`src/sv/c6502_pkg.sv`:
```
// Shared types and constants for the 6502 execute unit.
// No dependencies; every other file of the block except c6502_if imports this package.
package c6502_pkg;

  typedef enum logic [4:0] {
    OP_ORA        = 5'd0,
    OP_AND        = 5'd1,
    OP_EOR        = 5'd2,
    OP_ADC        = 5'd3,
    OP_SBC        = 5'd4,
    OP_CMP        = 5'd5,
    OP_BIT        = 5'd6,
    OP_LOAD       = 5'd7,
    OP_ASL        = 5'd8,
    OP_LSR        = 5'd9,
    OP_ROL        = 5'd10,
    OP_ROR        = 5'd11,
    OP_INC        = 5'd12,
    OP_DEC        = 5'd13,
    OP_TRANSFER   = 5'd14,
    OP_STORE      = 5'd15,
    OP_SETFLAG    = 5'd16,
    OP_READSTATUS = 5'd17,
    OP_LOADSTATUS = 5'd18,
    OP_ANC        = 5'd19,
    OP_ALR        = 5'd20
  } op_e;

  typedef enum logic [1:0] {
    REG_A = 2'd0,
    REG_X = 2'd1,
    REG_Y = 2'd2,
    REG_S = 2'd3
  } reg_e;

  typedef enum logic [1:0] {
    FSEL_C = 2'd0,
    FSEL_I = 2'd1,
    FSEL_V = 2'd2,
    FSEL_D = 2'd3
  } fsel_e;

  // Bit positions in the status byte (NV-BDIZC)
  localparam int unsigned FLAG_C = 0;
  localparam int unsigned FLAG_Z = 1;
  localparam int unsigned FLAG_I = 2;
  localparam int unsigned FLAG_D = 3;
  localparam int unsigned FLAG_V = 6;
  localparam int unsigned FLAG_N = 7;

  localparam logic [7:0] STATUS_RESET = 8'h34;
  localparam logic [7:0] SP_RESET     = 8'hFD;
  localparam logic [7:0] STATUS_FORCE = 8'h30;

  // Classified command passed from the front end to the execute stage
  typedef struct packed {
    logic       nop;
    op_e        op;
    reg_e       tgt;
    reg_e       src;
    logic       on_reg;
    fsel_e      fsel;
    logic       fval;
    logic [7:0] operand;
  } cmd_t;

endpackage

```
`src/sv/c6502_if.sv`:
```
// Handshake channels of the 6502 execute unit: instruction in, outcome out.
// Depends on nothing; field widths follow the block's item layout.
interface c6502_in_if;
  logic       valid;
  logic       ready;
  logic [4:0] operation;
  logic [1:0] target_register;
  logic [1:0] source_register;
  logic       on_register;
  logic [1:0] flag_select;
  logic       flag_value;
  logic [7:0] operand;

  modport source (
    output valid, operation, target_register, source_register, on_register,
           flag_select, flag_value, operand,
    input  ready
  );
  modport sink (
    input  valid, operation, target_register, source_register, on_register,
           flag_select, flag_value, operand,
    output ready
  );
endinterface

interface c6502_out_if;
  logic       valid;
  logic       ready;
  logic [7:0] result;
  logic       write_back;
  logic [7:0] status;
  logic [7:0] accumulator;

  modport source (
    output valid, result, write_back, status, accumulator,
    input  ready
  );
  modport sink (
    input  valid, result, write_back, status, accumulator,
    output ready
  );
endinterface

```
`src/sv/c6502_front.sv`:
```
// Front end: accepts instructions and classifies them into commands.
// Depends on c6502_pkg and c6502_in_if.
module c6502_front (
  c6502_in_if.sink          instr,
  input  logic              full,
  output logic              push,
  output c6502_pkg::cmd_t   cmd
);
  import c6502_pkg::*;

  assign instr.ready = !full;
  assign push        = instr.valid && !full;

  always_comb begin
    // codes past ALR change nothing
    cmd.nop     = (instr.operation > OP_ALR);
    cmd.op      = op_e'(instr.operation);
    cmd.tgt     = reg_e'(instr.target_register);
    cmd.src     = reg_e'(instr.source_register);
    cmd.on_reg  = instr.on_register;
    cmd.fsel    = fsel_e'(instr.flag_select);
    cmd.fval    = instr.flag_value;
    cmd.operand = instr.operand;
  end

endmodule

```
`src/sv/c6502_fifo.sv`:
```
// Short command queue between the front end and the execute stage.
// Depends on c6502_pkg.
module c6502_fifo #(
  parameter int unsigned DEPTH = 2
) (
  input  logic             clk,
  input  logic             rst,
  input  logic             push,
  input  c6502_pkg::cmd_t  wr_cmd,
  input  logic             pop,
  output logic             full,
  output logic             not_empty,
  output c6502_pkg::cmd_t  rd_cmd
);
  import c6502_pkg::*;

  localparam int unsigned PTR_W = (DEPTH > 1) ? $clog2(DEPTH) : 1;
  localparam int unsigned CNT_W = $clog2(DEPTH + 1);
  localparam logic [PTR_W-1:0] LAST = PTR_W'(DEPTH - 1);

  cmd_t             mem [DEPTH];
  logic [PTR_W-1:0] wr_ptr;
  logic [PTR_W-1:0] rd_ptr;
  logic [CNT_W-1:0] count;

  assign full      = (count == CNT_W'(DEPTH));
  assign not_empty = (count != '0);
  assign rd_cmd    = mem[rd_ptr];

  always_ff @(posedge clk) begin
    if (rst) begin
      wr_ptr <= '0;
      rd_ptr <= '0;
      count  <= '0;
    end else begin
      if (push) begin
        wr_ptr <= (wr_ptr == LAST) ? '0 : wr_ptr + PTR_W'(1);
      end
      if (pop) begin
        rd_ptr <= (rd_ptr == LAST) ? '0 : rd_ptr + PTR_W'(1);
      end
      if (push && !pop) begin
        count <= count + CNT_W'(1);
      end else if (pop && !push) begin
        count <= count - CNT_W'(1);
      end
    end
  end

  // Clear the slots at reset so an empty queue still presents a defined command
  always_ff @(posedge clk) begin
    if (rst) begin
      mem <= '{default: '0};
    end else if (push) begin
      mem[wr_ptr] <= wr_cmd;
    end
  end

`ifndef NO_ASSERTIONS
  a_count_bound: assert property (@(posedge clk) disable iff (rst)
    count <= CNT_W'(DEPTH)) else $error("queue count above depth");
  a_no_underflow: assert property (@(posedge clk) disable iff (rst)
    pop |-> count != '0) else $error("pop from empty queue");
  a_push_grows: assert property (@(posedge clk) disable iff (rst)
    push && !pop |=> count == $past(count) + CNT_W'(1))
    else $error("push did not grow queue");
`endif

endmodule

```
`src/sv/c6502_back.sv`:
```
// Execute stage: register file, ALU, flag logic and the outcome register.
// Depends on c6502_pkg and c6502_out_if.
module c6502_back (
  input  logic             clk,
  input  logic             rst,
  input  c6502_pkg::cmd_t  cmd,
  input  logic             cmd_valid,
  output logic             pop,
  c6502_out_if.source      outcome
);
  import c6502_pkg::*;

  logic [7:0] acc, index_x, index_y, stack_ptr, flags;
  logic [7:0] acc_next, index_x_next, index_y_next, stack_ptr_next, flags_next;

  logic       out_valid;
  logic [7:0] out_result, out_status, out_acc;
  logic       out_wb;

  logic       fire;
  logic [7:0] v, rd_tgt, rd_src, addend, shin, sh_r, st_r, alr_a, res;
  logic [8:0] sum, diff;
  logic       sh_c, wb;
  logic       wr_en, wr_nz;
  reg_e       wr_sel;
  logic [7:0] wr_val;

  function automatic logic [7:0] with_nz(input logic [7:0] p, input logic [7:0] val);
    logic [7:0] q;
    q         = p;
    q[FLAG_Z] = (val == 8'h00);
    q[FLAG_N] = val[7];
    return q;
  endfunction

  assign fire = cmd_valid && (!out_valid || outcome.ready);
  assign pop  = fire;
  assign v    = cmd.operand;

  always_comb begin
    unique case (cmd.tgt)
      REG_A: rd_tgt = acc;
      REG_X: rd_tgt = index_x;
      REG_Y: rd_tgt = index_y;
      REG_S: rd_tgt = stack_ptr;
    endcase
    unique case (cmd.src)
      REG_A: rd_src = acc;
      REG_X: rd_src = index_x;
      REG_Y: rd_src = index_y;
      REG_S: rd_src = stack_ptr;
    endcase
  end

  assign addend = (cmd.op == OP_SBC) ? ~v : v;
  assign sum    = {1'b0, acc} + {1'b0, addend} + {8'h00, flags[FLAG_C]};
  assign diff   = {1'b0, rd_tgt} - {1'b0, v};
  assign shin   = cmd.on_reg ? rd_tgt : v;
  assign st_r   = (cmd.op == OP_INC) ? shin + 8'd1 : shin - 8'd1;
  assign alr_a  = acc & v;

  always_comb begin
    sh_r = shin;
    sh_c = 1'b0;
    unique case (cmd.op)
      OP_ASL: begin sh_r = {shin[6:0], 1'b0};           sh_c = shin[7]; end
      OP_LSR: begin sh_r = {1'b0, shin[7:1]};           sh_c = shin[0]; end
      OP_ROL: begin sh_r = {shin[6:0], flags[FLAG_C]};  sh_c = shin[7]; end
      OP_ROR: begin sh_r = {flags[FLAG_C], shin[7:1]};  sh_c = shin[0]; end
      default: ;
    endcase
  end

  always_comb begin
    flags_next = flags;
    res        = 8'h00;
    wb         = 1'b0;
    wr_en      = 1'b0;
    wr_nz      = 1'b0;
    wr_sel     = REG_A;
    wr_val     = 8'h00;
    if (!cmd.nop) begin
      unique case (cmd.op)
        OP_ORA: begin wr_en = 1'b1; wr_nz = 1'b1; wr_val = acc | v; end
        OP_AND: begin wr_en = 1'b1; wr_nz = 1'b1; wr_val = acc & v; end
        OP_EOR: begin wr_en = 1'b1; wr_nz = 1'b1; wr_val = acc ^ v; end
        OP_ADC, OP_SBC: begin
          wr_en = 1'b1; wr_nz = 1'b1; wr_val = sum[7:0];
          flags_next[FLAG_V] = ~(acc[7] ^ addend[7]) & (acc[7] ^ sum[7]);
          flags_next[FLAG_C] = sum[8];
        end
        OP_CMP: begin
          flags_next         = with_nz(flags, diff[7:0]);
          flags_next[FLAG_C] = !diff[8];
        end
        OP_BIT: begin
          flags_next[FLAG_V] = v[6];
          flags_next[FLAG_N] = v[7];
          flags_next[FLAG_Z] = ((v & acc) == 8'h00);
        end
        OP_LOAD: begin
          wr_en = 1'b1; wr_sel = cmd.tgt; wr_val = v; wr_nz = (cmd.tgt != REG_S);
        end
        OP_ASL, OP_LSR, OP_ROL, OP_ROR: begin
          flags_next         = with_nz(flags, sh_r);
          flags_next[FLAG_C] = sh_c;
          if (cmd.on_reg) begin
            wr_en = 1'b1; wr_sel = cmd.tgt; wr_val = sh_r;
          end else begin
            res = sh_r; wb = 1'b1;
          end
        end
        OP_INC, OP_DEC: begin
          if (cmd.on_reg) begin
            wr_en = 1'b1; wr_sel = cmd.tgt; wr_val = st_r; wr_nz = (cmd.tgt != REG_S);
          end else begin
            flags_next = with_nz(flags, st_r);
            res = st_r; wb = 1'b1;
          end
        end
        OP_TRANSFER: begin
          wr_en = 1'b1; wr_sel = cmd.tgt; wr_val = rd_src; wr_nz = (cmd.tgt != REG_S);
        end
        OP_STORE: begin res = rd_tgt; wb = 1'b1; end
        OP_SETFLAG: begin
          unique case (cmd.fsel)
            FSEL_C: flags_next[FLAG_C] = cmd.fval;
            FSEL_I: flags_next[FLAG_I] = cmd.fval;
            FSEL_V: flags_next[FLAG_V] = cmd.fval;
            FSEL_D: flags_next[FLAG_D] = cmd.fval;
          endcase
        end
        OP_READSTATUS: begin res = flags | STATUS_FORCE; wb = 1'b1; end
        OP_LOADSTATUS: flags_next = v;
        OP_ANC: begin
          wr_en = 1'b1; wr_nz = 1'b1; wr_val = acc & v;
          flags_next[FLAG_C] = alr_a[7];
        end
        OP_ALR: begin
          wr_en = 1'b1; wr_nz = 1'b1; wr_val = {1'b0, alr_a[7:1]};
          flags_next[FLAG_C] = alr_a[0];
        end
        default: ;
      endcase
    end
    if (wr_en && wr_nz) begin
      flags_next = with_nz(flags_next, wr_val);
    end
  end

  always_comb begin
    acc_next       = acc;
    index_x_next   = index_x;
    index_y_next   = index_y;
    stack_ptr_next = stack_ptr;
    if (wr_en) begin
      unique case (wr_sel)
        REG_A: acc_next       = wr_val;
        REG_X: index_x_next   = wr_val;
        REG_Y: index_y_next   = wr_val;
        REG_S: stack_ptr_next = wr_val;
      endcase
    end
  end

  always_ff @(posedge clk) begin
    if (rst) begin
      acc       <= 8'h00;
      index_x   <= 8'h00;
      index_y   <= 8'h00;
      stack_ptr <= SP_RESET;
      flags     <= STATUS_RESET;
      out_valid <= 1'b0;
    end else begin
      if (fire) begin
        acc       <= acc_next;
        index_x   <= index_x_next;
        index_y   <= index_y_next;
        stack_ptr <= stack_ptr_next;
        flags     <= flags_next;
        out_valid <= 1'b1;
      end else if (outcome.ready) begin
        out_valid <= 1'b0;
      end
    end
  end

  always_ff @(posedge clk) begin
    if (fire) begin
      out_result <= res;
      out_wb     <= wb;
      out_status <= flags_next;
      out_acc    <= acc_next;
    end
  end

  assign outcome.valid       = out_valid;
  assign outcome.result      = out_result;
  assign outcome.write_back  = out_wb;
  assign outcome.status      = out_status;
  assign outcome.accumulator = out_acc;

`ifndef NO_ASSERTIONS
  a_state_holds: assert property (@(posedge clk) disable iff (rst)
    !fire |=> $stable(acc) && $stable(flags) && $stable(stack_ptr))
    else $error("architectural state changed without a command");
  a_store_writes: assert property (@(posedge clk) disable iff (rst)
    fire && !cmd.nop && cmd.op == OP_STORE |=> out_valid && out_wb)
    else $error("store did not raise write_back");
  a_idle_result_zero: assert property (@(posedge clk) disable iff (rst)
    out_valid && !out_wb |-> out_result == 8'h00)
    else $error("result nonzero without write_back");
`endif

endmodule

```
`src/sv/cpu6502_alu_and_flags_top.sv`:
```
// 6502 execute unit (binary arithmetic): A, X, Y, S and the status byte.
// Path: an accepted instruction is written into the command queue, then
//   executed into the outcome register, from which it is offered as an outcome.
// Throughput: one instruction per cycle while the outcome side keeps taking
//   outcomes; the command queue absorbs stalls.
// Reset (synchronous, rst high): A=X=Y=0, S=0xFD, P=0x34, queue and outcome empty.
module cpu6502_alu_and_flags_top #(
  parameter int unsigned QUEUE_DEPTH = 2
) (
  input  logic         clk,
  input  logic         rst,
  c6502_in_if.sink     instr,
  c6502_out_if.source  outcome
);
  import c6502_pkg::*;

  // Front end -> queue
  cmd_t front_cmd;
  logic push;
  logic full;

  // Queue -> execute stage
  cmd_t queued_cmd;
  logic not_empty;
  logic pop;

  // Decode each incoming transaction and push it while the queue has room.
  c6502_front u_front (
    .instr (instr),
    .full  (full),
    .push  (push),
    .cmd   (front_cmd)
  );

  // Hold decoded commands so the front end keeps accepting while the
  // outcome side is stalled.
  c6502_fifo #(
    .DEPTH (QUEUE_DEPTH)
  ) u_fifo (
    .clk       (clk),
    .rst       (rst),
    .push      (push),
    .wr_cmd    (front_cmd),
    .pop       (pop),
    .full      (full),
    .not_empty (not_empty),
    .rd_cmd    (queued_cmd)
  );

  // Execute one command per cycle whenever the outcome register is free
  // or being drained in the same cycle; advance registers and flags.
  c6502_back u_back (
    .clk       (clk),
    .rst       (rst),
    .cmd       (queued_cmd),
    .cmd_valid (not_empty),
    .pop       (pop),
    .outcome   (outcome)
  );

endmodule
```
`src/flat_wrapper.sv`:
```
// flat-port wrapper written by rule: the top's interface ports become plain ports
module cpu6502_alu_and_flags_top_flat import c6502_pkg::*;
#(
  parameter int unsigned QUEUE_DEPTH = 2
)
  (clk, rst, instr_valid, instr_operation, instr_target_register, instr_source_register, instr_on_register, instr_flag_select, instr_flag_value, instr_operand, instr_ready, outcome_valid, outcome_result, outcome_write_back, outcome_status, outcome_accumulator, outcome_ready);
  c6502_in_if instr_i ();
  c6502_out_if outcome_i ();
  input  logic clk;
  input  logic rst;
  input wire logic [$bits(instr_i.valid)-1:0] instr_valid;
  input wire logic [$bits(instr_i.operation)-1:0] instr_operation;
  input wire logic [$bits(instr_i.target_register)-1:0] instr_target_register;
  input wire logic [$bits(instr_i.source_register)-1:0] instr_source_register;
  input wire logic [$bits(instr_i.on_register)-1:0] instr_on_register;
  input wire logic [$bits(instr_i.flag_select)-1:0] instr_flag_select;
  input wire logic [$bits(instr_i.flag_value)-1:0] instr_flag_value;
  input wire logic [$bits(instr_i.operand)-1:0] instr_operand;
  output wire logic [$bits(instr_i.ready)-1:0] instr_ready;
  output wire logic [$bits(outcome_i.valid)-1:0] outcome_valid;
  output wire logic [$bits(outcome_i.result)-1:0] outcome_result;
  output wire logic [$bits(outcome_i.write_back)-1:0] outcome_write_back;
  output wire logic [$bits(outcome_i.status)-1:0] outcome_status;
  output wire logic [$bits(outcome_i.accumulator)-1:0] outcome_accumulator;
  input wire logic [$bits(outcome_i.ready)-1:0] outcome_ready;
  assign instr_i.valid = instr_valid;
  assign instr_i.operation = instr_operation;
  assign instr_i.target_register = instr_target_register;
  assign instr_i.source_register = instr_source_register;
  assign instr_i.on_register = instr_on_register;
  assign instr_i.flag_select = instr_flag_select;
  assign instr_i.flag_value = instr_flag_value;
  assign instr_i.operand = instr_operand;
  assign instr_ready = instr_i.ready;
  assign outcome_valid = outcome_i.valid;
  assign outcome_result = outcome_i.result;
  assign outcome_write_back = outcome_i.write_back;
  assign outcome_status = outcome_i.status;
  assign outcome_accumulator = outcome_i.accumulator;
  assign outcome_i.ready = outcome_ready;
  cpu6502_alu_and_flags_top #(.QUEUE_DEPTH(QUEUE_DEPTH)) u_core (.clk(clk), .rst(rst), .instr(instr_i), .outcome(outcome_i));
endmodule
```
`config.mk`:
```
export PLATFORM = sky130hd
export DESIGN_NAME = cpu6502_alu_and_flags_top_flat
export DESIGN_NICKNAME = d
export VERILOG_FILES = /design/src/sv/c6502_pkg.sv /design/src/sv/c6502_if.sv /design/src/sv/c6502_front.sv /design/src/sv/c6502_fifo.sv /design/src/sv/c6502_back.sv /design/src/sv/cpu6502_alu_and_flags_top.sv /design/src/flat_wrapper.sv
export SDC_FILE = /design/constraint.sdc
export NUM_CORES = 1
export LEC_CHECK = 0
export ABC_AREA = 1
export BUFFER_PORTS_ARGS = -buffer_cell sky130_fd_sc_hd__buf_4
export CAP_MARGIN = 20
export CORE_UTILIZATION = 60
export CTS_CLUSTER_DIAMETER = 80
export DETAILED_ROUTE_END_ITERATION = 10
export PLACE_DENSITY = 0.79
export SYNTH_ARGS = -nofsm -noshare
export SYNTH_HDL_FRONTEND = slang
export SYNTH_HIERARCHICAL = 1
export SYNTH_SLANG_ARGS = --single-unit
```
`constraint.sdc`:
```
create_clock -name clk -period 7.04 [get_ports clk]
set_clock_uncertainty 0.05 [all_clocks]
set_input_delay 0.704 -clock clk [delete_from_list [all_inputs] [get_ports clk]]
set_output_delay 0.704 -clock clk [all_outputs]
set_load 0.05 [all_outputs]
```
==> impl_results.md <==
- Run status: complete, no violations
- Number of diodes: 0
- Sum of net half-perimeters after detailed placement: 19800 um
- Hold-fix buffers, CTS: 0
- Antenna violations before repair: 0
- Maximum buffer depth of the clock tree: 2
- Largest net degree at the start of global routing: 47
- Number of iterations in the first detailed-routing pass: 7
- Cells resized by post-CTS repair: 0
- Die H: 118 um
- Worst Path Required: 7.36 ns
- Async SR Flop Fraction: 0
- Number of buffers added for setup after CTS: 0
- Proportion of layout cells with a drive suffix above 1: 0.104
- X dimension of the die: 118 um
- Wire length of the first global-routing pass: 41800 um
- Number of enable-type register cells in the synthesized netlist: 25
- Power density over the cells: 539 nW/um2
- Area added between synthesis and finish: 11.6%
- Data arrival, critical path: 5.11 ns
- Detailed-route wire length: 26200 um
- Critical path launch point type: flop
- DRC errors left: 0
- Sequential fraction of the synthesis area: 0.314
- Nets in the synthesized netlist: 1283
- Inserted Clock Buffers: 17
- Largest fanout of any net on the critical path: 39
- Via count of the first global-routing pass: 7883
- Post-Layout Inst Area: 9010 um2
- Cells on Worst Hold Path: 2
- Area contributors post-synth: sky130_fd_sc_hd__dfxtp_1, sky130_fd_sc_hd__nand2_1, sky130_fd_sc_hd__edfxtp_1, sky130_fd_sc_hd__o21ai_0, sky130_fd_sc_hd__inv_1
- Endpoints failing hold: 0
- Setup repair after global routing missed its margin: no
- Most common flop cell mapped by yosys: sky130_fd_sc_hd__dfxtp_1
- Starting DRT DRC Count: 1162
- Number of standard cells after synthesis: 1215
- Worst-Skew Late Latency: 0.43 ns
- Share of the clock period used by the worst path after layout: 0.681
- Clock transition at the registers of the reported paths: 0.06 ns
- TritonCTS Sinks: 114
- Max-slew headroom at the worst pin: 0.233
- Distinct cell type count after synthesis: 48
- Leakage component of the power: 4.12 nW
- Minimum period implied by the final worst setup slack: 4.80 ns
- H-tree level count: 4
- R2R setup slack: 2.24 ns
- # nets final: 1308
- Core footprint: 13200 um2
- Worst Max-Slew Pin Slew: 1.14 ns
- Average footprint of a synthesized cell: 6.65 um2
- Row cnt: 42
- Detailed-route via count: 8437
- Worst Setup Path Type: reg -> reg
- Portion of synthesized cell area occupied by the leading cell type: 0.221
- Library cell occupying the most area in the post-synthesis netlist: sky130_fd_sc_hd__dfxtp_1
- Avg Vias per Cell: 5.90
- Count of pins over their slew limit: 0
- Gp weighted congestion: 1.05
- Buffers added on ports: 51
- Ports placed on the boundary: 52
- Post-Place Cell Area: 8400 um2
- Total die area: 13900 um2
- Initial Util: 0.612
- Yosys warnings: 6
- Clock tree from TritonCTS: built
- Clock root cell: sky130_fd_sc_hd__clkbuf_16
- Worst Reg2Reg Path Length in Cells: 24
- Antenna-violating nets left: 0
- Number of flip-flops and latches in the synthesized netlist: 114
- Setup violators final: 0
- Global Route Usage Sum: 0.391
- Post-synthesis cell area: 8080 um2
- Overall overflow remaining after global route: 0
- Highest Clock Rate: 209 MHz
- Max rail drop VDD: 306 uV
- Sum of negative setup slack: 0 ns
- Number of max-cap violations: 0
- Class of the tightest hold or removal check: reg -> reg
- Average routed wire per standard cell: 18.4 um
- Nature of the critical path endpoint: flop
==> routing by layer <==
| layer | routed length [um] | up-vias | GRT usage |
|---|---|---|---|
| li1 | - | 4066 | - |
| met2 | 11700 | 481 | 0.618 |
| met4 | 1250 | 0 | 0.208 |
| met1 | 10600 | 3795 | 0.487 |
| met3 | 2700 | 95 | 0.102 |
| met5 | 0 | - | 0 |
==> flip-flops by register name, summed over array words and instances, names as in the netlist <==
| signal | count |
|---|---|
| u_core/u_back/acc | 8 |
| u_core/u_back/flags | 8 |
| u_core/u_back/outcome.valid | 1 |
| u_core/u_fifo/wr_ptr | 1 |
| u_core/u_back/stack_ptr | 8 |
| u_core/u_fifo/mem | 44 |
| u_core/u_back/outcome.result | 8 |
| u_core/u_back/outcome.status | 8 |
| u_core/u_back/outcome.write_back | 1 |
| u_core/u_back/index_y | 8 |
| u_core/u_back/outcome.accumulator | 8 |
| u_core/u_fifo/rd_ptr | 1 |
| u_core/u_back/index_x | 8 |
| u_core/u_fifo/count | 2 |
==> synth_stat cells (5+ instances only) <==
library cell,instances
sky130_fd_sc_hd__nor2_2,5
sky130_fd_sc_hd__dfxtp_1,89
sky130_fd_sc_hd__clkbuf_1,11
sky130_fd_sc_hd__buf_6,5
sky130_fd_sc_hd__xor2_1,11
sky130_fd_sc_hd__inv_1,145
sky130_fd_sc_hd__nand3_1,107
sky130_fd_sc_hd__buf_2,12
sky130_fd_sc_hd__ha_1,39
sky130_fd_sc_hd__o211ai_1,8
sky130_fd_sc_hd__o22ai_1,5
sky130_fd_sc_hd__edfxtp_1,25
sky130_fd_sc_hd__a21oi_1,99
sky130_fd_sc_hd__o21ai_1,18
sky130_fd_sc_hd__buf_4,27
sky130_fd_sc_hd__o21ai_0,121
sky130_fd_sc_hd__nand2_1,263
sky130_fd_sc_hd__nor2_1,124
sky130_fd_sc_hd__nand4_1,23
sky130_fd_sc_hd__inv_2,9
sky130_fd_sc_hd__nor3_1,11
==> where the power goes <==
part / switching [mW] / total, mW / internal (mW)
Sequential: 0.119 / 1.02 / 0.902
Combinational: 2.10 / 2.97 / 0.877
Clock: 0.320 / 0.864 / 0.544
Total: 2.54 / 4.86 / 2.32
==> worst max-delay path, cell delays in order, from the launching register on <==
cell,delay (ns)
sky130_fd_sc_hd__dfxtp_1,0.46
sky130_fd_sc_hd__buf_4,0.36
sky130_fd_sc_hd__nand2_1,0.08
sky130_fd_sc_hd__o21ai_0,0.18
sky130_fd_sc_hd__inv_1,0.13
sky130_fd_sc_hd__nor2_1,0.26
sky130_fd_sc_hd__nand3_1,0.56
sky130_fd_sc_hd__xor2_1,0.33
sky130_fd_sc_hd__fa_1,0.43
sky130_fd_sc_hd__fa_1,0.41
sky130_fd_sc_hd__inv_1,0.09
sky130_fd_sc_hd__nand4_1,0.12
sky130_fd_sc_hd__nand3_1,0.09
sky130_fd_sc_hd__nand2_1,0.08
sky130_fd_sc_hd__nand3_1,0.07
sky130_fd_sc_hd__nand2_1,0.06
sky130_fd_sc_hd__nor2_1,0.08
sky130_fd_sc_hd__nand2_1,0.05
sky130_fd_sc_hd__nand2_1,0.19
sky130_fd_sc_hd__nand3_1,0.12
sky130_fd_sc_hd__nor2_1,0.15
sky130_fd_sc_hd__nand4_1,0.13
sky130_fd_sc_hd__nand3_1,0.12
sky130_fd_sc_hd__nand2_1,0.06
sky130_fd_sc_hd__inv_1,0.04
==> placed cells by master, fill, tap and decap left out, types with 3 or more instances in the layout <==
master | Yosys | layout
sky130_fd_sc_hd__o22ai_1 | 5 | 5
sky130_fd_sc_hd__inv_6 | 0 | 3
sky130_fd_sc_hd__nand2_1 | 263 | 263
sky130_fd_sc_hd__a31oi_1 | 4 | 4
sky130_fd_sc_hd__clkbuf_16 | 0 | 20
sky130_fd_sc_hd__nor3_1 | 11 | 11
sky130_fd_sc_hd__nand3_1 | 107 | 107
sky130_fd_sc_hd__nand3b_1 | 3 | 3
sky130_fd_sc_hd__a21oi_1 | 99 | 99
sky130_fd_sc_hd__inv_1 | 145 | 145
sky130_fd_sc_hd__a41oi_1 | 3 | 3
sky130_fd_sc_hd__nand2_2 | 4 | 4
sky130_fd_sc_hd__dfxtp_1 | 89 | 89
sky130_fd_sc_hd__o21ai_0 | 121 | 121
sky130_fd_sc_hd__nor2_2 | 5 | 5
sky130_fd_sc_hd__or2_2 | 3 | 3
sky130_fd_sc_hd__nand4_1 | 23 | 23
sky130_fd_sc_hd__o211ai_1 | 8 | 8
sky130_fd_sc_hd__clkbuf_8 | 0 | 3
sky130_fd_sc_hd__xor2_1 | 11 | 11
sky130_fd_sc_hd__inv_2 | 9 | 9
sky130_fd_sc_hd__nor2_4 | 4 | 4
sky130_fd_sc_hd__fa_1 | 4 | 4
sky130_fd_sc_hd__o21ai_1 | 18 | 18
sky130_fd_sc_hd__edfxtp_1 | 25 | 25
sky130_fd_sc_hd__clkinv_2 | 1 | 3
sky130_fd_sc_hd__xnor2_1 | 4 | 4
sky130_fd_sc_hd__nor4_1 | 4 | 4
sky130_fd_sc_hd__ha_1 | 39 | 39
sky130_fd_sc_hd__buf_4 | 27 | 64
sky130_fd_sc_hd__nor2_1 | 124 | 124
==> cells by family after synthesis <==
kind of cell               count (synthesis)  share of synthesized area
xor gates and xnor gates                  15                     0.0163
and+or+nand+nor                          558                      0.301
buffers and inverters                    214                      0.119
AOI/OAI and AO/OA                        271                      0.180
DFF                                      114                      0.314
adders and majority gates                 43                     0.0703
==> stage by stage <==
| stage | worst slack [ns] | hold WS (ns) | total power [mW] | cells | utilization |
|---|---|---|---|---|---|
| 2_1_floorplan | 3.39 | 0.374 | 3.12 | 1215 | - |
| 3_3_place_gp | 2.61 | 0.384 | 3.87 | 1397 | 0.637 |
| 3_5_place_dp | 2.45 | 0.389 | 3.90 | 1397 | 0.637 |
| 4_1_cts | 2.37 | 0.398 | 4.78 | 1429 | 0.683 |
| 5_1_grt | 1.92 | 0.415 | 5.21 | 1429 | 0.683 |
| 6_report | 2.24 | 0.397 | 4.86 | 1429 | 0.683 |
==> final cells by class <==
type | count | area [um2]
Inverter | 156 | 587
Clock inverter | 8 | 60.1
Timing Repair Buffer | 64 | 480
Multi-Input combinational cell | 887 | 4580
Tap cell | 176 | 220
Sequential cell | 114 | 2530
Clock buffer | 24 | 546
Fill cell | 1210 | 4180
==> final timing paths <==
path / start / to
setup / recovery: u_core/u_fifo/rd_ptr / u_core/u_back/flags[1]
hold reg to reg: u_core/u_fifo/mem[31] / u_core/u_fifo/mem[31]
hold / removal: u_core/u_fifo/mem[31] / u_core/u_fifo/mem[31]
setup reg to reg: u_core/u_fifo/rd_ptr / u_core/u_back/flags[1]
Power figures use the tool's default switching activity.
